$ cat config.mk
export PLATFORM = sky130hd
export DESIGN_NAME = topic_subscription_table_unit_flat
export DESIGN_NICKNAME = d
export VERILOG_FILES = /design/src/sv/tst_pkg.sv /design/src/sv/tst_req_if.sv /design/src/sv/tst_rsp_if.sv /design/src/sv/tst_datapath.sv /design/src/sv/tst_ctrl.sv /design/src/sv/topic_subscription_table_unit.sv /design/src/flat_wrapper.sv
export SDC_FILE = /design/constraint.sdc
export NUM_CORES = 1
export LEC_CHECK = 0
export ABC_AREA = 0
export BUFFER_PORTS_ARGS = -buffer_cell sky130_fd_sc_hd__buf_2
export CAP_MARGIN = 0
export CORE_UTILIZATION = 30
export CTS_CLUSTER_SIZE = 16
export DETAILED_ROUTE_END_ITERATION = 10
export PLACE_DENSITY = 0.54
export SETUP_SLACK_MARGIN = 0.2
export SYNTH_ARGS = -nofsm -noshare
export SYNTH_HDL_FRONTEND = slang
export SYNTH_SLANG_ARGS = --single-unit
$ cat constraint.sdc
create_clock -name clock -period 5.8 [get_ports clock]
set_input_delay 0.29 -clock clock [delete_from_list [all_inputs] [get_ports clock]]
set_output_delay 0.29 -clock clock [all_outputs]
set_load 0.05 [all_outputs]
$ cat src/sv/tst_pkg.sv
`timescale 1ns / 1ps
// ----------------------------------------------------------------------------
// tst_pkg
// Shared types and codes for the topic subscription table.
// ----------------------------------------------------------------------------
package tst_pkg;

   localparam int CommandWidth = 2;
   localparam int TopicWidth   = 16;
   localparam int CountWidth   = 5;

   localparam logic [CommandWidth-1:0] CMD_LOOKUP      = 2'd0;
   localparam logic [CommandWidth-1:0] CMD_SUBSCRIBE   = 2'd1;
   localparam logic [CommandWidth-1:0] CMD_UNSUBSCRIBE = 2'd2;

   typedef enum logic [2:0] {
      ST_IDLE,
      ST_SEARCH,
      ST_COMPARE,
      ST_DECIDE,
      ST_MOVE_RD,
      ST_MOVE_WR,
      ST_FINISH
   } ctrl_state_type;

   // controller -> datapath
   typedef struct packed {
      logic load;       // capture request word, restart index
      logic read_cur;   // read list at index
      logic read_next;  // read list at index + 1
      logic hit;        // record topic as present
      logic step;       // advance index
      logic append;     // write topic at the tail, grow count
      logic move_wr;    // write read data at index
      logic shrink;     // drop one entry from count
      logic lookup_ok;  // result of a lookup follows found
      logic emit;       // load the response register
   } dp_cmd_type;

   // datapath -> controller
   typedef struct packed {
      logic [CommandWidth-1:0] op;
      logic at_end;     // index has reached count
      logic match;      // read data equals topic
      logic last;       // index + 1 has reached count
      logic full;       // no room left
      logic found;
      logic out_busy;   // response register holds an untaken word
   } dp_status_type;

endpackage

$ cat src/sv/tst_req_if.sv
`timescale 1ns / 1ps
// ----------------------------------------------------------------------------
// tst_req_if
// Request channel: one command word per handshake.
// ----------------------------------------------------------------------------
interface tst_req_if;
   logic                               valid;
   logic                               ready;
   logic [tst_pkg::CommandWidth-1:0]   command;
   logic [tst_pkg::TopicWidth-1:0]     topic_tag;

   modport source (output valid, output command, output topic_tag, input ready);
   modport sink   (input valid, input command, input topic_tag, output ready);
endinterface

$ cat src/sv/tst_rsp_if.sv
`timescale 1ns / 1ps
// ----------------------------------------------------------------------------
// tst_rsp_if
// Response channel: one result word per handshake.
// ----------------------------------------------------------------------------
interface tst_rsp_if;
   logic                               valid;
   logic                               ready;
   logic                               found;
   logic                               succeeded;
   logic [tst_pkg::CountWidth-1:0]     entry_count;

   modport source (output valid, output found, output succeeded, output entry_count,
                   input ready);
   modport sink   (input valid, input found, input succeeded, input entry_count,
                   output ready);
endinterface

$ cat src/sv/tst_datapath.sv
`timescale 1ns / 1ps
// ----------------------------------------------------------------------------
// tst_datapath
// List memory, count, walk index and response register.
// ----------------------------------------------------------------------------
module tst_datapath #(
   parameter int LIST_DEPTH = 16
) (
   input  logic                                 clock,
   input  logic                                 reset,
   input  logic [tst_pkg::CommandWidth-1:0]     req_command,
   input  logic [tst_pkg::TopicWidth-1:0]       req_topic_tag,
   input  tst_pkg::dp_cmd_type                  cmd,
   output tst_pkg::dp_status_type               status,
   input  logic                                 rsp_ready,
   output logic                                 rsp_valid,
   output logic                                 rsp_found,
   output logic                                 rsp_succeeded,
   output logic [tst_pkg::CountWidth-1:0]       rsp_entry_count
);

   localparam int IW = (LIST_DEPTH > 1) ? $clog2(LIST_DEPTH) : 1;
   localparam int CW = $clog2(LIST_DEPTH + 1);
   localparam logic [CW-1:0] DepthValue = CW'(LIST_DEPTH);

   logic [tst_pkg::TopicWidth-1:0]   topic_mem [LIST_DEPTH];
   logic [tst_pkg::TopicWidth-1:0]   rd_data_ff;
   logic [tst_pkg::CommandWidth-1:0] op_ff;
   logic [tst_pkg::TopicWidth-1:0]   topic_ff;
   logic [CW-1:0]                    count_ff, count_in;
   logic [CW-1:0]                    idx_ff, idx_in;
   logic                             found_ff, found_in;
   logic                             ok_ff, ok_in;
   logic                             rsp_valid_ff, rsp_valid_in;
   logic                             rsp_found_ff;
   logic                             rsp_ok_ff;
   logic [tst_pkg::CountWidth-1:0]   rsp_count_ff;
   logic [CW:0]                      idx_plus;
   logic [CW-1:0]                    rd_pos;
   logic [CW-1:0]                    wr_pos;
   logic [tst_pkg::TopicWidth-1:0]   wr_data;
   logic                             wr_en;
   logic [CW+tst_pkg::CountWidth-1:0] count_wide;

   assign idx_plus   = {1'b0, idx_ff} + (CW+1)'(1);
   assign rd_pos     = cmd.read_next ? idx_plus[CW-1:0] : idx_ff;
   assign wr_en      = cmd.append | cmd.move_wr;
   assign wr_pos     = cmd.append ? count_ff : idx_ff;
   assign wr_data    = cmd.append ? topic_ff : rd_data_ff;
   assign count_wide = {{tst_pkg::CountWidth{1'b0}}, count_ff};

   // list memory: one write port, one registered read port
   always_ff @(posedge clock) begin
      if (wr_en) begin
         topic_mem[wr_pos[IW-1:0]] <= wr_data;
      end
      if (cmd.read_cur | cmd.read_next) begin
         rd_data_ff <= topic_mem[rd_pos[IW-1:0]];
      end
   end

   always_comb begin
      count_in     = count_ff;
      idx_in       = idx_ff;
      found_in     = found_ff;
      ok_in        = ok_ff;
      rsp_valid_in = rsp_valid_ff;
      if (cmd.load) begin
         idx_in   = '0;
         found_in = 1'b0;
         ok_in    = 1'b0;
      end
      if (cmd.hit) begin
         found_in = 1'b1;
      end
      if (cmd.step) begin
         idx_in = idx_plus[CW-1:0];
      end
      if (cmd.append) begin
         count_in = count_ff + CW'(1);
         ok_in    = 1'b1;
      end
      if (cmd.shrink) begin
         count_in = count_ff - CW'(1);
         ok_in    = 1'b1;
      end
      if (cmd.lookup_ok) begin
         ok_in = found_ff;
      end
      if (rsp_valid_ff && rsp_ready) begin
         rsp_valid_in = 1'b0;
      end
      if (cmd.emit) begin
         rsp_valid_in = 1'b1;
      end
   end

   always_ff @(posedge clock) begin
      if (reset) begin
         count_ff     <= '0;
         idx_ff       <= '0;
         found_ff     <= 1'b0;
         ok_ff        <= 1'b0;
         rsp_valid_ff <= 1'b0;
      end else begin
         count_ff     <= count_in;
         idx_ff       <= idx_in;
         found_ff     <= found_in;
         ok_ff        <= ok_in;
         rsp_valid_ff <= rsp_valid_in;
      end
   end

   always_ff @(posedge clock) begin
      if (cmd.load) begin
         op_ff    <= req_command;
         topic_ff <= req_topic_tag;
      end
      if (cmd.emit) begin
         rsp_found_ff <= found_ff;
         rsp_ok_ff    <= ok_ff;
         rsp_count_ff <= count_wide[tst_pkg::CountWidth-1:0];
      end
   end

   assign status.op       = op_ff;
   assign status.at_end   = (idx_ff == count_ff);
   assign status.match    = (rd_data_ff == topic_ff);
   assign status.last     = (idx_plus >= {1'b0, count_ff});
   assign status.full     = (count_ff == DepthValue);
   assign status.found    = found_ff;
   assign status.out_busy = rsp_valid_ff & ~rsp_ready;

   assign rsp_valid       = rsp_valid_ff;
   assign rsp_found       = rsp_found_ff;
   assign rsp_succeeded   = rsp_ok_ff;
   assign rsp_entry_count = rsp_count_ff;

endmodule

$ cat src/sv/tst_ctrl.sv
`timescale 1ns / 1ps
// ----------------------------------------------------------------------------
// tst_ctrl
// Sequencer: search the list, then append, close the gap or report.
// ----------------------------------------------------------------------------
module tst_ctrl (
   input  logic                    clock,
   input  logic                    reset,
   input  logic                    req_valid,
   output logic                    req_ready,
   input  tst_pkg::dp_status_type  status,
   output tst_pkg::dp_cmd_type     cmd
);

   tst_pkg::ctrl_state_type state_ff, state_in;

   always_ff @(posedge clock) begin
      if (reset) begin
         state_ff <= tst_pkg::ST_IDLE;
      end else begin
         state_ff <= state_in;
      end
   end

   always_comb begin
      state_in  = state_ff;
      cmd       = '0;
      req_ready = 1'b0;
      case (state_ff)
         tst_pkg::ST_IDLE: begin
            req_ready = 1'b1;
            if (req_valid) begin
               cmd.load = 1'b1;
               state_in = tst_pkg::ST_SEARCH;
            end
         end
         tst_pkg::ST_SEARCH: begin
            if (status.at_end) begin
               state_in = tst_pkg::ST_DECIDE;
            end else begin
               cmd.read_cur = 1'b1;
               state_in     = tst_pkg::ST_COMPARE;
            end
         end
         tst_pkg::ST_COMPARE: begin
            if (status.match) begin
               cmd.hit  = 1'b1;
               state_in = tst_pkg::ST_DECIDE;
            end else begin
               cmd.step = 1'b1;
               state_in = tst_pkg::ST_SEARCH;
            end
         end
         tst_pkg::ST_DECIDE: begin
            state_in = tst_pkg::ST_FINISH;
            if (status.op == tst_pkg::CMD_LOOKUP) begin
               cmd.lookup_ok = 1'b1;
            end else if (status.op == tst_pkg::CMD_SUBSCRIBE) begin
               cmd.append = ~status.found & ~status.full;
            end else if (status.op == tst_pkg::CMD_UNSUBSCRIBE && status.found) begin
               state_in = tst_pkg::ST_MOVE_RD;
            end
         end
         tst_pkg::ST_MOVE_RD: begin
            if (status.last) begin
               cmd.shrink = 1'b1;
               state_in   = tst_pkg::ST_FINISH;
            end else begin
               cmd.read_next = 1'b1;
               state_in      = tst_pkg::ST_MOVE_WR;
            end
         end
         tst_pkg::ST_MOVE_WR: begin
            cmd.move_wr = 1'b1;
            cmd.step    = 1'b1;
            state_in    = tst_pkg::ST_MOVE_RD;
         end
         tst_pkg::ST_FINISH: begin
            if (!status.out_busy) begin
               cmd.emit = 1'b1;
               state_in = tst_pkg::ST_IDLE;
            end
         end
         default: begin
            state_in = tst_pkg::ST_IDLE;
         end
      endcase
   end

endmodule

$ cat src/sv/topic_subscription_table_unit.sv
`timescale 1ns / 1ps
// ----------------------------------------------------------------------------
// topic_subscription_table_unit
// Compact list of subscribed 16-bit topics with lookup, subscribe and
// unsubscribe.
// ----------------------------------------------------------------------------
// Each request word carries one command and a topic; each gives exactly one
// response word with found, succeeded and the entry count after the command.
// The list sits in a memory with one registered read port and is walked
// entry by entry, a read step then a compare step for each. An unsubscribe
// that removes an entry moves each later entry down to close the gap, then
// drops the count. One request is in flight at a time; the next is taken as
// soon as the previous response word is in the output register, even if it
// has not yet been taken; while that word is still waiting, the following
// request holds in its last step. Unused command code 3 changes nothing and
// reports failure.
// ----------------------------------------------------------------------------
module topic_subscription_table_unit #(
   parameter int LIST_DEPTH = 16
) (
   input  logic       clock,
   input  logic       reset,
   tst_req_if.sink    req_chan,
   tst_rsp_if.source  rsp_chan
);

   tst_pkg::dp_cmd_type    dp_cmd;
   tst_pkg::dp_status_type dp_status;

   // sequencer: owns the handshake on the request side
   tst_ctrl u_ctrl (
      .clock     (clock),
      .reset     (reset),
      .req_valid (req_chan.valid),
      .req_ready (req_chan.ready),
      .status    (dp_status),
      .cmd       (dp_cmd)
   );

   // list storage, walk index and response register
   tst_datapath #(
      .LIST_DEPTH (LIST_DEPTH)
   ) u_datapath (
      .clock           (clock),
      .reset           (reset),
      .req_command     (req_chan.command),
      .req_topic_tag   (req_chan.topic_tag),
      .cmd             (dp_cmd),
      .status          (dp_status),
      .rsp_ready       (rsp_chan.ready),
      .rsp_valid       (rsp_chan.valid),
      .rsp_found       (rsp_chan.found),
      .rsp_succeeded   (rsp_chan.succeeded),
      .rsp_entry_count (rsp_chan.entry_count)
   );

endmodule
$ cat src/flat_wrapper.sv
// flat-port wrapper written by rule: the top's interface ports become plain ports
module topic_subscription_table_unit_flat 
#(
   parameter int LIST_DEPTH = 16
)
  (clock, reset, req_chan_valid, req_chan_command, req_chan_topic_tag, req_chan_ready, rsp_chan_valid, rsp_chan_found, rsp_chan_succeeded, rsp_chan_entry_count, rsp_chan_ready);
  tst_req_if req_chan_i ();
  tst_rsp_if rsp_chan_i ();
  input  logic clock;
  input  logic reset;
  input wire logic [$bits(req_chan_i.valid)-1:0] req_chan_valid;
  input wire logic [$bits(req_chan_i.command)-1:0] req_chan_command;
  input wire logic [$bits(req_chan_i.topic_tag)-1:0] req_chan_topic_tag;
  output wire logic [$bits(req_chan_i.ready)-1:0] req_chan_ready;
  output wire logic [$bits(rsp_chan_i.valid)-1:0] rsp_chan_valid;
  output wire logic [$bits(rsp_chan_i.found)-1:0] rsp_chan_found;
  output wire logic [$bits(rsp_chan_i.succeeded)-1:0] rsp_chan_succeeded;
  output wire logic [$bits(rsp_chan_i.entry_count)-1:0] rsp_chan_entry_count;
  input wire logic [$bits(rsp_chan_i.ready)-1:0] rsp_chan_ready;
  assign req_chan_i.valid = req_chan_valid;
  assign req_chan_i.command = req_chan_command;
  assign req_chan_i.topic_tag = req_chan_topic_tag;
  assign req_chan_ready = req_chan_i.ready;
  assign rsp_chan_valid = rsp_chan_i.valid;
  assign rsp_chan_found = rsp_chan_i.found;
  assign rsp_chan_succeeded = rsp_chan_i.succeeded;
  assign rsp_chan_entry_count = rsp_chan_i.entry_count;
  assign rsp_chan_i.ready = rsp_chan_ready;
  topic_subscription_table_unit #(.LIST_DEPTH(LIST_DEPTH)) u_core (.clock(clock), .reset(reset), .req_chan(req_chan_i), .rsp_chan(rsp_chan_i));
endmodule
# [Word level (Yosys, flattened, before mapping)]
# Memory sizes are Yosys's and may differ from the RTL's. A register that Yosys moved wholly into a read port is not among the register bits.
# Cells that the tools add are included.
[classes] addsub=3 magnitude_cmp=1 n_eq_ne=13 muxes=46 n_bitwise=7 reduce_logical=10
[op_table] operator="2-to-1 mux 1 bit" n=30
[op_table] operator="one-hot mux 3 bit (7 select lines)" n=1
[op_table] operator="2-to-1 mux 5 bit" n=4
[op_table] operator="equality test 16 bit" n=1
[op_table] operator="2-to-1 mux 16 bit" n=1
[op_table] operator="2-to-1 mux 3 bit" n=4
[op_table] operator="equality test 3 bit (second input constant)" n=3
[op_table] operator="2-to-1 mux 4 bit" n=2
[op_table] operator="nonzero test 2 bit" n=4
[op_table] operator="adder 5 x 1 -> 6 bit (second input constant)" n=1
[op_table] operator="equality test 3 x 2 -> 1 bit (second input constant)" n=2
[op_table] operator=">= comparator 6 x 5 -> 1 bit" n=1
[op_table] operator="2-to-1 mux 2 bit" n=3
[op_table] operator="adder 5 x 1 -> 5 bit (second input constant)" n=1
[op_table] operator="equality test 5 bit" n=1
[op_table] operator="equality test 5 bit (second input constant)" n=1
[op_table] operator="subtractor 5 x 1 -> 5 bit (second input constant)" n=1
[op_table] operator="inequality test 2 bit (second input constant)" n=2
[op_table] operator="nonzero test 4 bit" n=1
[op_table] operator="equality test 3 x 1 -> 1 bit (second input constant)" n=1
[op_table] operator="logical NOT 3 bit" n=1
[op_table] operator="NOT 1 bit" n=3
[op_table] operator="bitwise AND 1 bit" n=2
[op_table] operator="equality test 2 x 1 -> 1 bit (second input constant)" n=1
[op_table] operator="6 further kinds" n=8
[totals] regBits=41 ram_bits=256 in_bits=22 out_inout_bits=9 wordCells=92 mem_count=1
[memory_table] name="u_core.u_datapath.topic_mem" words=16 width=16 read_ports=1 rd_clocked_by_memory_dff=1 write_ports=1 line="tst_datapath.sv:26" rtl="logic [tst_pkg::TopicWidth-1:0] topic_mem [LIST_DEPTH];"

# [Depth between registers and ports, before layout]
# Gate-level depths: netlist (run 1).
[logic_depth] word_depth=9 ltp_mapped=16 depth_no_buf=15

# [Cells and area by module]
# Synthesis (run 1) repeated with hierarchy kept, for this count alone.
[unflattened] cells_unflattened=883 hier_area_um2=13953.4
[by_module_without_submodules] mod="tst_datapath" instances=1 cells_per_inst=846 area_per_inst_um2=13658.1 seq_area_each_um2=9178.8
[by_module_without_submodules] mod="tst_ctrl" instances=1 cells_per_inst=37 area_per_inst_um2=295.3 seq_area_each_um2=60.1

# [Worst setup path before layout (run 1)]
# Ideal clock, no wire load.
[synth_path] kind="reg2reg" start="reg u_core.u_datapath.idx_ff[2]" end="reg u_core.u_datapath.count_ff[4]" setup_time_ns=0.128 arrival_ns=3.098 t_required_ns=5.672 setup_slack_ns=2.575 stages_incl_launch_ff=17 n_path_buf=1 synth_period_minus_slack_ns=3.225 cell_sequence="dfxtp_1 clkbuf_1 nand3_1 xnor2_1 ha_1 a21o_1 a21oi_1 o21ai_0 nand2b_1 nand2_1 inv_1 ha_1 a21o_1 a21oi_1 mux2i_1 xnor2_1 nor2_1"
[synth_between] elab_chain_cells=5 word_cells_on_any_way=6 cone_classes="add/sub: 1; order compare: 1; mux: 3; reduce/logical: 1"
[synth_rtl] item="from (decl)" line="tst_datapath.sv:31" rtl="logic [CW-1:0] idx_ff, idx_in;"
[synth_rtl] item="from (signal assigned)" line="tst_datapath.sv:107" rtl="idx_ff <= idx_in;"
[synth_rtl] item="adder 5 x 1 -> 6 bit *" line="tst_datapath.sv:45" rtl="assign idx_plus = {1'b0, idx_ff} + (CW+1)'(1);"
[synth_rtl] item=">= comparator 6 x 5 -> 1 bit *" line="tst_datapath.sv:129" rtl="assign status.last = (idx_plus >= {1'b0, count_ff});"
[synth_rtl] item="2-to-1 mux 1 bit *" line="tst_ctrl.sv:65" rtl="if (status.last) begin"
[synth_rtl] item="2-to-1 mux 1 bit *" line="tst_ctrl.sv:29" rtl="case (state_ff)"
[synth_rtl] item="2-to-1 mux 5 bit / nonzero test 2 bit (equally long branches)"
[synth_rtl] item="to (signal assigned)" line="tst_datapath.sv:106" rtl="count_ff <= count_in;"
[synth_rtl] item="to (decl)" line="tst_datapath.sv:30" rtl="logic [CW-1:0] count_ff, count_in;"
# Mark *: on every way between the ends. The rest lies on a longest branch, timed or not.
# A chain may end at the register's enable or synchronous reset.

# [Worst setup path after layout (run 1)]
[layout_path] start="reg u_core.u_datapath.idx_ff[0]" end="reg u_core.u_datapath.rd_data_ff[1] in the netlist's numbering, read port of u_core.u_datapath.topic_mem, data pin"
[layout_between] elab_chain_cells=5 word_cells_on_any_way=9 cone_classes="add/sub: 1; order compare: 1; eq/ne: 1; mux: 5; bitwise: 1"
[layout_rtl] item="adder 5 x 1 -> 6 bit" line="tst_datapath.sv:45"
[layout_rtl] item=">= comparator 6 x 5 -> 1 bit" line="tst_datapath.sv:129"
[layout_rtl] item="2-to-1 mux 1 bit" line="tst_ctrl.sv:65"
[layout_rtl] item="2-to-1 mux 1 bit" line="tst_ctrl.sv:29"
[layout_rtl] item="2-to-1 mux 4 bit / bitwise OR 1 bit (equally long branches)" line="tst_datapath.sv:46, tst_datapath.sv:57"
[layout_rtl] item="to (decl)" line="tst_datapath.sv:27" rtl="logic [tst_pkg::TopicWidth-1:0] rd_data_ff;"
# Parallel ways exist; a longest one is shown, timed or not.

==> results of run 1 <==
==> stage by stage <==
stage	cell area, sq um	utilization, %	hold slack, ps
2_1_floorplan	12930	-	388.9
6_report	14930	35.35	61.79
3_3_place_gp	13790	32.66	438.5
4_1_cts	14930	35.35	38.07
3_5_place_dp	13790	32.66	426.7
5_1_grt	14930	35.35	41.83
==> routing by layer <==
metal | share of wire (%) | global-route usage [%] | up-vias
li1 | - | - | 3678
met3 | 4.8 | 2.559 | 56
met2 | 47 | 23.46 | 186
met4 | 2.7 | 4.103 | 0
met1 | 46 | 20.04 | 3945
met5 | 0 | 0 | -
==> worst max-delay path, delay by kind of cell (launching register included) <==
family	cells	cell delay, ps
compound gates	4	970
simple gates	4	1240
buf+inv	1	560
xor+xnor	1	230
fa+ha+maj	2	660
flops	1	600
==> timing repair <==
| action | 4_1_cts | 5_1_grt |
|---|---|---|
| endpoints found under the setup margin | 0 | 0 |
| hold buffers | 19 | 0 |
| endpoints found under the hold margin | 19 | 0 |
==> registers in the layout, summed over array words and instances (netlist names) <==
signal and count:
u_core.u_ctrl.state_ff 3, u_core.u_datapath.count_ff 5, u_core.u_datapath.found_ff 1, u_core.u_datapath.idx_ff 5
u_core.u_datapath.ok_ff 1, u_core.u_datapath.op_ff 2, u_core.u_datapath.rd_data_ff 16, u_core.u_datapath.rsp_entry_count 5
u_core.u_datapath.rsp_found 1, u_core.u_datapath.rsp_succeeded 1, u_core.u_datapath.rsp_valid 1, u_core.u_datapath.topic_ff 16
u_core.u_datapath.topic_mem 256
==> cells in the final DEF (no fill, tap or decap), drive strengths merged, types with 6 or more instances in the layout <==
cell type      n
edfxtp       297
nand3         44
ha             9
buf           56
nand2        210
a21oi         33
a31oi         34
xnor2         24
clkinv        15
nor3           6
nor2          51
a32oi         34
mux2i         38
mux2          17
dfxtp         16
dlygate4sd3   19
clkbuf        39
nand4          8
inv           14
a22oi         18
==> how the worst max path moves through the flow <==
stage               slack [ps]                                      from                                          to
CTS                       1350  u_core.u_datapath.idx_ff[0]$_SDFFE_PP0P_   u_core.u_datapath.rd_data_ff[1]$_DFFE_PP_
floorplan                 2570  u_core.u_datapath.idx_ff[2]$_SDFFE_PP0P_  u_core.u_datapath.count_ff[4]$_SDFFE_PP0P_
finish                    1380  u_core.u_datapath.idx_ff[0]$_SDFFE_PP0P_   u_core.u_datapath.rd_data_ff[1]$_DFFE_PP_
detailed placement        1360  u_core.u_datapath.idx_ff[0]$_SDFFE_PP0P_   u_core.u_datapath.rd_data_ff[1]$_DFFE_PP_
global route              1090  u_core.u_datapath.idx_ff[0]$_SDFFE_PP0P_   u_core.u_datapath.rd_data_ff[0]$_DFFE_PP_
global placement          1470  u_core.u_datapath.idx_ff[0]$_SDFFE_PP0P_   u_core.u_datapath.rd_data_ff[1]$_DFFE_PP_
==> power by group <==
part | switching [mW] | total (mW) | leakage [nW] | internal, mW
registers | 0.0389 | 2.57 | 2.81 | 2.54
logic | 0.254 | 0.383 | 1.89 | 0.129
clock network | 0.847 | 1.92 | 0.465 | 1.07
==> area by class of cell <==
| cell class | instances | share of cell area [%] |
|---|---|---|
| sequential | 313 | 61.88 |
| multi-input combinational | 574 | 23.25 |
| clock buffer | 39 | 5.397 |
| tap | 539 | 4.517 |
| timing repair buffer | 75 | 3.671 |
| clock inverter | 18 | 0.9554 |
| inverter | 13 | 0.3269 |
==> logic make-up (layout without fill, tap and decap cells) <==
kind of cell	Yosys count	count (layout)	share of synthesized area (%)
fa+ha+maj	10	10	1.026
compound gates	143	143	7.820
xor+xnor	26	26	1.878
simple gates	340	340	11.04
flops	313	313	71.47
mux	55	55	4.452
buf+inv	67	145	2.313
==> reports/metrics.yaml, run 1 <==
sta:
  tightest_slew_ps: 1232
  period_needed_ps: 4417
  fin_crit_sh_pct: 76.16
  fin_skew_ps: 23.84
  drv_slew: 0
  setup_viol: 0
  hold_viol: 0
  worst_slack_ps: 1383
  fin_tns_setup_ps: 0
  max_freq_mhz: 226.4
  maxSlewHeadroom_pct: 17.77
  rsz0062_at_grt: "false"
placed_design:
  place_ws_ps: 1358
  finalWeightedCongestion: 0.7860
  hpwlAfterDp_microns: 17690
  io_buffers: 30
  dp_cells: 1495
setup_path:
  cp_cell_sequence: "ha_1 > nand3_1 > xnor2_1 > ha_1 > a21oi_1 > o211a_1 > or3_1 > nand3_1 > buf_4 > a32oi_1 > a22oi_1 > nor2_1"
  critPathSlowestCell: "nand3_1"
  crit_type: "reg -> reg"
  cp_slowest_stage_delay_ps: 850
  cp-start-kind: "flop"
  rr_startpoint: "u_core.u_datapath.idx_ff[0]$_SDFFE_PP0P_"
  r2r-end: "u_core.u_datapath.rd_data_ff[1]$_DFFE_PP_"
  r2r_slack_ps: 1380
  reg2regPathDepth: 12
  critPathMaxFanout: 20
  crit_path_end_kind: "flop"
  worst_ep_arrival_time_ps: 4860
  worstPathRequired_ps: 6240
global_routing:
  grt.total_usage_pct: 14.52
  grt_pass1_vias: 7759
  grt_start_max_net_pins: 129
  antenna_found_initial: 0
  grt.overflow.total: 0
  grt_pass1_wl_microns: 47980
cells_and_area:
  nNetsFinal: 1040
  fill_cells: 4087
  multi_input_comb_area_sq_um: 3471
  finalNonFillerCells: 1571
  register_area_sq_um: 9239
  antennaDiodeCount: 0
  layout-drive-gt1-share_pct: 13.47
  syn_to_final_growth_pct: 15.49
yosys:
  synth_most_common_cell: "edfxtp_1"
  synthCells: 954
  avgSynthCellArea_sq_um: 13.55
  synthTopCellsByCount: "297 x edfxtp_1, 210 x nand2_1, 51 x nor2_1, 44 x nand3_1, 38 x mux2i_1"
  synthesis.area_sq_um: 12930
  yosys.area.top_type: "edfxtp_1"
  syn_nets: 986
  seq_area_frac_synth_pct: 71.47
  yosys.area.top_type_share_pct: 68.99
  ys_types: 49
  async_reset_ff_share_pct: 0
  ys_ff_latch: 313
  ys_top_cells_by_area: "edfxtp_1 69%, nand2_1 6.1%, mux2i_1 2.9%, dfxtp_1 2.5%, a32oi_1 2.3%"
  synth_edf_count: 297
  ys_warn_count: 0
  synthFlopType: "edfxtp_1"
floorplanning:
  start_util_pct: 30.61
  core_sq_um: 42230
  io_pins: 31
  die_y_microns: 209.6
  rows: 75
  die_w_microns: 209.6
  die-area_sq_um: 43930
cts:
  post_cts.repair.setup_buffers: 0
  numCtsBuffers: 31
  clock_latency_ps: 590
  root_buffer: "clkbuf_16"
  h-tree-depth: 1
  ctsLongestPathBuffers: 3
  cts_resized: 0
  path_clk_slew_ps: 60
  tritoncts: "yes"
  clock-sinks: 313
route:
  drt-pass1-iter-count: 5
  drtIter0Drc: 771
  postRouteAntennaNets: 0
  num_vias: 7865
  finalWirelength_microns: 31940
  viasPerCell: 5.006
  wl_per_cell_microns: 20.33
  drcViolationCount: 0
power:
  finalPower_mw: 4.873
  p_per_area_nw_per_um2: 326.4
  cellLeakagePower_nw: 5.168
  vdd.ir_drop.worst_uv: 182.1
worst_hold_path:
  hold_path.startpoint: "rsp_chan_ready"
  holdPathStages: 3
  hold_class: "in -> reg"
  whs_endpoint: "u_core.u_datapath.rsp_valid$_SDFFE_PP0P_"
outcome:
  run_status: "finished, final reports clean"
run:
  cap_viol_max_count: 0
Power figures use the tool's default switching activity.
==> run 2: changes to the inputs <==
--- a/config.mk
+++ b/config.mk
@@ -5,7 +5,7 @@
 export SDC_FILE = /design/constraint.sdc
 export NUM_CORES = 1
 export LEC_CHECK = 0
-export ABC_AREA = 0
+export ABC_AREA = 1
 export BUFFER_PORTS_ARGS = -buffer_cell sky130_fd_sc_hd__buf_2
 export CAP_MARGIN = 0
 export CORE_UTILIZATION = 30
==> constraint.sdc (replaced) <==
create_clock -name clock -period 4.6 [get_ports clock]
set_input_delay 0.23 -clock clock [delete_from_list [all_inputs] [get_ports clock]]
set_output_delay 0.23 -clock clock [all_outputs]
set_load 0.05 [all_outputs]
==> run 2 against run 1 <==
Combinational power up 74%. Area after synthesis grew 8.6%. Highest routed layer unchanged. Synthesized cell count rose by 41%. Clock-buffer cell count is 4 higher. Critical endpoint is now u_core.u_datapath.rd_data_ff[4]$_DFFE_PP_. Global-route usage is 1.8 points higher.
==> reports/metrics.yaml, run 2 <==
power:
  cellLeakagePower_nw: 6.544
  vdd.ir_drop.worst_uv: 317.6
  pwr-share-clk_pct: 39.7
  p_seq_share_pct: 50.1
  comb_power_share_pct: 10.2
  p_sw_mw: 1.633
  finalPower_mw: 6.544
  p_per_area_nw_per_um2: 401.7
  power.share.switching_pct: 24.96
  internal_power_mw: 4.911
global_routing:
  antenna_found_initial: 0
  grt_pass1_vias: 9497
  grt.overflow.total: 0
  grt_pass1_wl_microns: 58300
  grt.total_usage_pct: 16.30
  grt_start_max_net_pins: 65
cts:
  clock_latency_ps: 520
  ctsLongestPathBuffers: 3
  root_buffer: "clkbuf_16"
  h-tree-depth: 2
  tritoncts: "yes"
  hold_buffers: 18
  numCtsBuffers: 36
  clock-sinks: 313
  post_cts.repair.setup_buffers: 0
  path_clk_slew_ps: 60
  cts_resized: 0
route:
  drtIter0Drc: 946
  wl_per_cell_microns: 18.88
  finalWirelength_microns: 38400
  postRouteAntennaNets: 0
  drcViolationCount: 0
  viasPerCell: 4.778
  num_vias: 9718
  drt-pass1-iter-count: 5
yosys:
  ys_ff_latch: 313
  synth_edf_count: 297
  synthFlopType: "edfxtp_1"
  synth_most_common_cell: "edfxtp_1"
  syn_nets: 1376
  yosys.area.top_type_share_pct: 63.52
  synthTopCellsByCount: "297 x edfxtp_1, 282 x nand2_1, 273 x nand3_1, 244 x inv_1, 48 x nand3b_1"
  ys_types: 37
  synthesis.area_sq_um: 14040
  synthCells: 1344
  yosys.area.top_type: "edfxtp_1"
  ys_warn_count: 0
  ys_top_cells_by_area: "edfxtp_1 64%, nand3_1 9.7%, nand2_1 7.5%, inv_1 6.5%, nand3b_1 2.6%"
  avgSynthCellArea_sq_um: 10.45
  seq_area_frac_synth_pct: 65.81
  async_reset_ff_share_pct: 0
cells_and_area:
  largest_register_ffs: 256
  final_util_pct: 35.59
  multi_input_comb_area_sq_um: 3640
  layout_common_cells: "297 x edfxtp_1, 282 x nand2_1, 273 x nand3_1, 244 x inv_1, 48 x nand3b_1"
  layout-drive-gt1-share_pct: 9.833
  syn_to_final_growth_pct: 16.04
  final_common_cell: "edfxtp_1"
  nNetsFinal: 1441
  fill_cells: 4468
  antennaDiodeCount: 0
  register_area_sq_um: 9239
setup_path:
  critPathMaxFanout: 18
  crit_start: "u_core.u_datapath.idx_ff[0]$_SDFFE_PP0P_"
  r2r-end: "u_core.u_datapath.rd_data_ff[4]$_DFFE_PP_"
  worst_ep_arrival_time_ps: 3780
  worstPathRequired_ps: 4860
  crit_path_end_kind: "flop"
  rr_startpoint: "u_core.u_datapath.idx_ff[0]$_SDFFE_PP0P_"
  crit_type: "reg -> reg"
  r2r_slack_ps: 1080
  critPathCapture: "u_core.u_datapath.rd_data_ff[4]$_DFFE_PP_"
  reg2regPathDepth: 13
  cp-start-kind: "flop"
sta:
  fin_crit_sh_pct: 76.57
  worst_slack_ps: 1078
  tightest_slew_ps: 918.4
  setup_viol: 0
  fin_skew_ps: 14.79
  period_needed_ps: 3522
  max_freq_mhz: 283.9
  hold_viol: 0
  drv_slew: 0
  whs_ps: 23.42
  fin_tns_setup_ps: 0
  maxSlewHeadroom_pct: 38.71
  rsz0062_at_grt: "false"
floorplanning:
  io_pins: 31
  die_w_microns: 218.3
  die-area_sq_um: 47670
  core_sq_um: 45770
  rows: 78
  start_util_pct: 30.67
  die_y_microns: 218.3
run:
  cap_viol_max_count: 0
worst_hold_path:
  hold_class: "in -> reg"
  hold_path.startpoint: "reset"
placed_design:
  place_ws_ps: 1071
  hpwlAfterDp_microns: 21530
  io_buffers: 30
  finalWeightedCongestion: 0.8601
outcome:
  run_status: "finished, final reports clean"
[run 2: worst min-delay path by stage]
stage | depth (start not counted) | slack (ps) | to
after floorplan | 0 | 330 | u_core.u_datapath.op_ff[0]$_DFFE_PP_
after global placement | 1 | 410 | u_core.u_datapath.topic_ff[13]$_DFFE_PP_
after detailed placement | 1 | 410 | u_core.u_datapath.topic_ff[2]$_DFFE_PP_
after CTS | 2 | 20 | u_core.u_datapath.idx_ff[1]$_SDFFE_PP0P_
after global routing | 2 | 40 | u_core.u_datapath.idx_ff[1]$_SDFFE_PP0P_
final | 2 | 20 | u_core.u_datapath.idx_ff[1]$_SDFFE_PP0P_
[run 2: area by class of cell]
class / instances / share of cell area, %
well taps: 600 / 4.608
clock buffers: 43 / 5.691
flip-flops and latches: 313 / 56.71
inverters: 248 / 5.714
multi-input cells: 724 / 22.34
clock inverters: 20 / 0.7757
repair buffers: 86 / 4.162
[run 2: critical path, cell delays in order, from the launching register on]
cell,delay [ps]
dfxtp_1,480
ha_1,230
nand3_1,100
xnor2_1,170
ha_1,300
and3_1,150
nand2_1,130
nand3_4,190
inv_2,100
o21ai_4,710
buf_4,410
nand3_1,110
nand3_1,110
nand2_1,70
[run 2: power by group through the flow]
stage / combinational [mW] / clock [mW] / sequential, mW
floorplan: 0.450 / 0 / 3.32
global placement: 0.648 / 0 / 3.34
detailed placement: 0.654 / 0 / 3.34
CTS: 0.668 / 2.64 / 3.28
global route: 0.744 / 2.73 / 3.28
finish: 0.666 / 2.60 / 3.28
[run 2: kinds of logic (layout without fill, tap and decap cells)]
kind of cell	Yosys count	count (layout)	share of synthesized area (%)
buf+inv	307	397	8.689
xor+xnor	21	21	1.310
fa+ha+maj	10	10	0.9447
flops	313	313	65.81
simple gates	656	656	21.75
compound gates	37	37	1.506
[run 2: metrics by stage]
stage                     cells  instance area, sq um
after CTS                  2034                 16290
after global routing       2034                 16290
after detailed placement   1953                 15060
after global placement     1953                 15060
after floorplan            1344                 14040
final                      2034                 16290
[run 2: layer usage]
layer | wire, microns | track usage (%)
met1 | 16980 | 21.92
met2 | 17760 | 26.72
met3 | 2518 | 2.450
met4 | 1145 | 5.501
met5 | 0 | 0
==> run 3: changes to the inputs <==
--- a/config.mk
+++ b/config.mk
@@ -11,7 +11,7 @@
 export CORE_UTILIZATION = 30
 export CTS_CLUSTER_SIZE = 16
 export DETAILED_ROUTE_END_ITERATION = 10
-export PLACE_DENSITY = 0.54
+export PLACE_DENSITY = 0.56
 export SETUP_SLACK_MARGIN = 0.2
 export SYNTH_ARGS = -nofsm -noshare
 export SYNTH_HDL_FRONTEND = slang
==> constraint.sdc (replaced) <==
create_clock -name clock -period 3 [get_ports clock]
set_input_delay 0.15 -clock clock [delete_from_list [all_inputs] [get_ports clock]]
set_output_delay 0.15 -clock clock [all_outputs]
set_load 0.05 [all_outputs]
==> run 3 against run 2 <==
Cell area up 11%. Largest cell class unchanged. Combinational power up 130%. Power up 62%. Utilization up 3.9 points.
==> reports/metrics.yaml, run 3 (same netlist as run 2, synthesis figures left out) <==
cells_and_area:
  fill_cells: 4313
  register_area_sq_um: 9250
  multi_input_comb_area_sq_um: 4073
  nNetsFinal: 1518
  layout-drive-gt1-share_pct: 19.18
  syn_to_final_growth_pct: 28.67
  antennaDiodeCount: 0
  largest_register_ffs: 256
  final_util_pct: 39.47
  finalNonFillerCells: 2107
  layout_common_cells: "297 x edfxtp_1, 272 x nand2_1, 244 x inv_1, 232 x nand3_1"
  final_common_cell: "edfxtp_1"
global_routing:
  antenna_found_initial: 0
  grt.overflow.total: 0
  grt.total_usage_pct: 16.74
  grt_pass1_wl_microns: 59040
  grt_start_max_net_pins: 41
  grt_pass1_vias: 9654
power:
  cellLeakagePower_nw: 7.372
  internal_power_mw: 7.878
  pwr-share-clk_pct: 38.3
  comb_power_share_pct: 14.4
  p_seq_share_pct: 47.4
  p_per_area_nw_per_um2: 586.9
  vdd.ir_drop.worst_uv: 473.1
  power.share.switching_pct: 25.70
  p_sw_mw: 2.725
setup_path:
  path_buf_inv: 3
  crit_family: "simple AND/OR/NAND/NOR gates"
  cp-start-kind: "flop"
  crit_path_end_kind: "flop"
  cp_cell_sequence: "nand3_4 > xor2_2 > ha_1 > nand2_1 > nand2_1 > nand2_2 > nand2_2 > nor2_4 > nand3_4 > buf_12 > o21ai_4 > buf_12 > buf_16 > nand3_1 > nand3_1 > nand3_2 > nand2_2"
  cpMostUsedCell: "nand2_2"
  worst_ep_arrival_time_ps: 3220
  critPathMaxFanout: 10
  critPathSlowestCell: "dfxtp_4"
  cp_slowest_stage_delay_ps: 380
  worstPathRequired_ps: 3420
  crit_type: "reg -> reg"
route:
  wl_per_cell_microns: 20.52
  postRouteAntennaNets: 0
  drcViolationCount: 0
  drt-pass1-iter-count: 5
  viasPerCell: 4.919
  drtIter0Drc: 1130
  met3WireLength_microns: 3501
  top_layer_used: "met4"
  finalWirelength_microns: 43230
  met2_length_microns: 19890
  wl_met1_microns: 18450
  num_vias: 10370
sta:
  period_needed_ps: 2801
  rsz0062_at_grt: "true"
  maxSlewHeadroom_pct: 51.91
  fin_crit_sh_pct: 93.37
  drv_slew: 0
  hold_viol: 0
  max_freq_mhz: 357.0
  setup_viol: 0
  fin_skew_ps: 19.02
  tightest_slew_ps: 719.7
  fin_tns_setup_ps: 0
floorplanning:
  die_y_microns: 218.3
  start_util_pct: 30.67
  die_w_microns: 218.3
  io_pins: 31
  rows: 78
  die-area_sq_um: 47670
  core_sq_um: 45770
cts:
  tritoncts: "yes"
  clock_latency_ps: 550
  ctsLongestPathBuffers: 3
  path_clk_slew_ps: 60
  root_buffer: "clkbuf_16"
  numCtsBuffers: 35
  h-tree-depth: 2
  clock-sinks: 313
worst_hold_path:
  hold_class: "in -> reg"
placed_design:
  finalWeightedCongestion: 0.8360
  hpwlAfterDp_microns: 22900
  io_buffers: 30
  dp_cells: 1982
outcome:
  run_status: "finished, final reports clean"
run:
  cap_viol_max_count: 0
run 3: cell count changes in the layout (fill, tap and decap cells not counted), sizes merged:
cell | before | now
bufinv | 1 | 2
dlygate4sd3 | 18 | 23
buf | 68 | 128
clkbuf | 43 | 57
clkinv | 17 | 9
inv | 250 | 251
run 3: power groups by stage:
stage,Sequential (mW),Combinational [mW],Clock (mW)
2_1_floorplan,5.09,0.691,0
3_3_place_gp,5.11,1.07,0
3_5_place_dp,5.11,1.08,0
4_1_cts,5.02,1.24,4.14
5_1_grt,5.03,1.62,4.27
6_report,5.02,1.52,4.06
run 3: cell type report:
class | count | area share, %
clock inverters | 14 | 0.7550
inverters | 248 | 5.195
flip-flops and latches | 313 | 51.21
well taps | 600 | 4.156
multi-input cells | 724 | 22.54
repair buffers | 164 | 11.05
clock buffers | 44 | 5.091
run 3: path summary, 6_finish.rpt:
check,from,to,slack [ps],cells after the start
min,req_chan_topic_tag[8],u_core.u_datapath.topic_ff[8]$_DFFE_PP_,320,2
max,u_core.u_datapath.idx_ff[1]$_SDFFE_PP0P_,u_core.u_datapath.rd_data_ff[3]$_DFFE_PP_,200,17
min reg2reg,u_core.u_datapath.ok_ff$_SDFFE_PP0P_,u_core.u_datapath.rsp_succeeded$_DFFE_PP_,470,0
max reg2reg,u_core.u_datapath.idx_ff[1]$_SDFFE_PP0P_,u_core.u_datapath.rd_data_ff[3]$_DFFE_PP_,200,17
run 3: layer usage:
layer / up-vias / GRT usage (%)
met2: 471 / 26.84
met1: 5045 / 22.42
met4: 0 / 6.643
li1: 4756 / -
met3: 93 / 2.923
met5: - / 0
run 3: worst reg2reg max path, stage by stage (launching register included):
cell	delay, ps
dfxtp_4	380
nand3_4	100
xor2_2	190
ha_1	310
nand2_1	70
nand2_1	60
nand2_2	70
nand2_2	60
nor2_4	150
nand3_4	130
buf_12	190
o21ai_4	170
buf_12	200
buf_16	170
nand3_1	110
nand3_1	100
nand3_2	120
nand2_2	90
run 3: metrics by stage:
step / hold slack [ps] / setup WS (ps) / area [sq um] / power, mW
2_1_floorplan: 248.9 / 226.6 / 14040 / 5.777
3_3_place_gp: 326.5 / 171.5 / 15470 / 6.181
3_5_place_dp: 328.4 / 84.12 / 15470 / 6.188
4_1_cts: 291.1 / 182.3 / 17090 / 10.40
5_1_grt: 311.4 / 80.10 / 18060 / 10.92
6_report: 316.0 / 198.8 / 18060 / 10.60
run 3: timing repair:
action,4_1_cts,5_1_grt
endpoints found under the setup margin,18,275
endpoints found under the hold margin,27,0
pin swaps,6,28
hold buffers,23,0
gates resized for setup,21,99
setup buffers,7,11
cloned,6,20
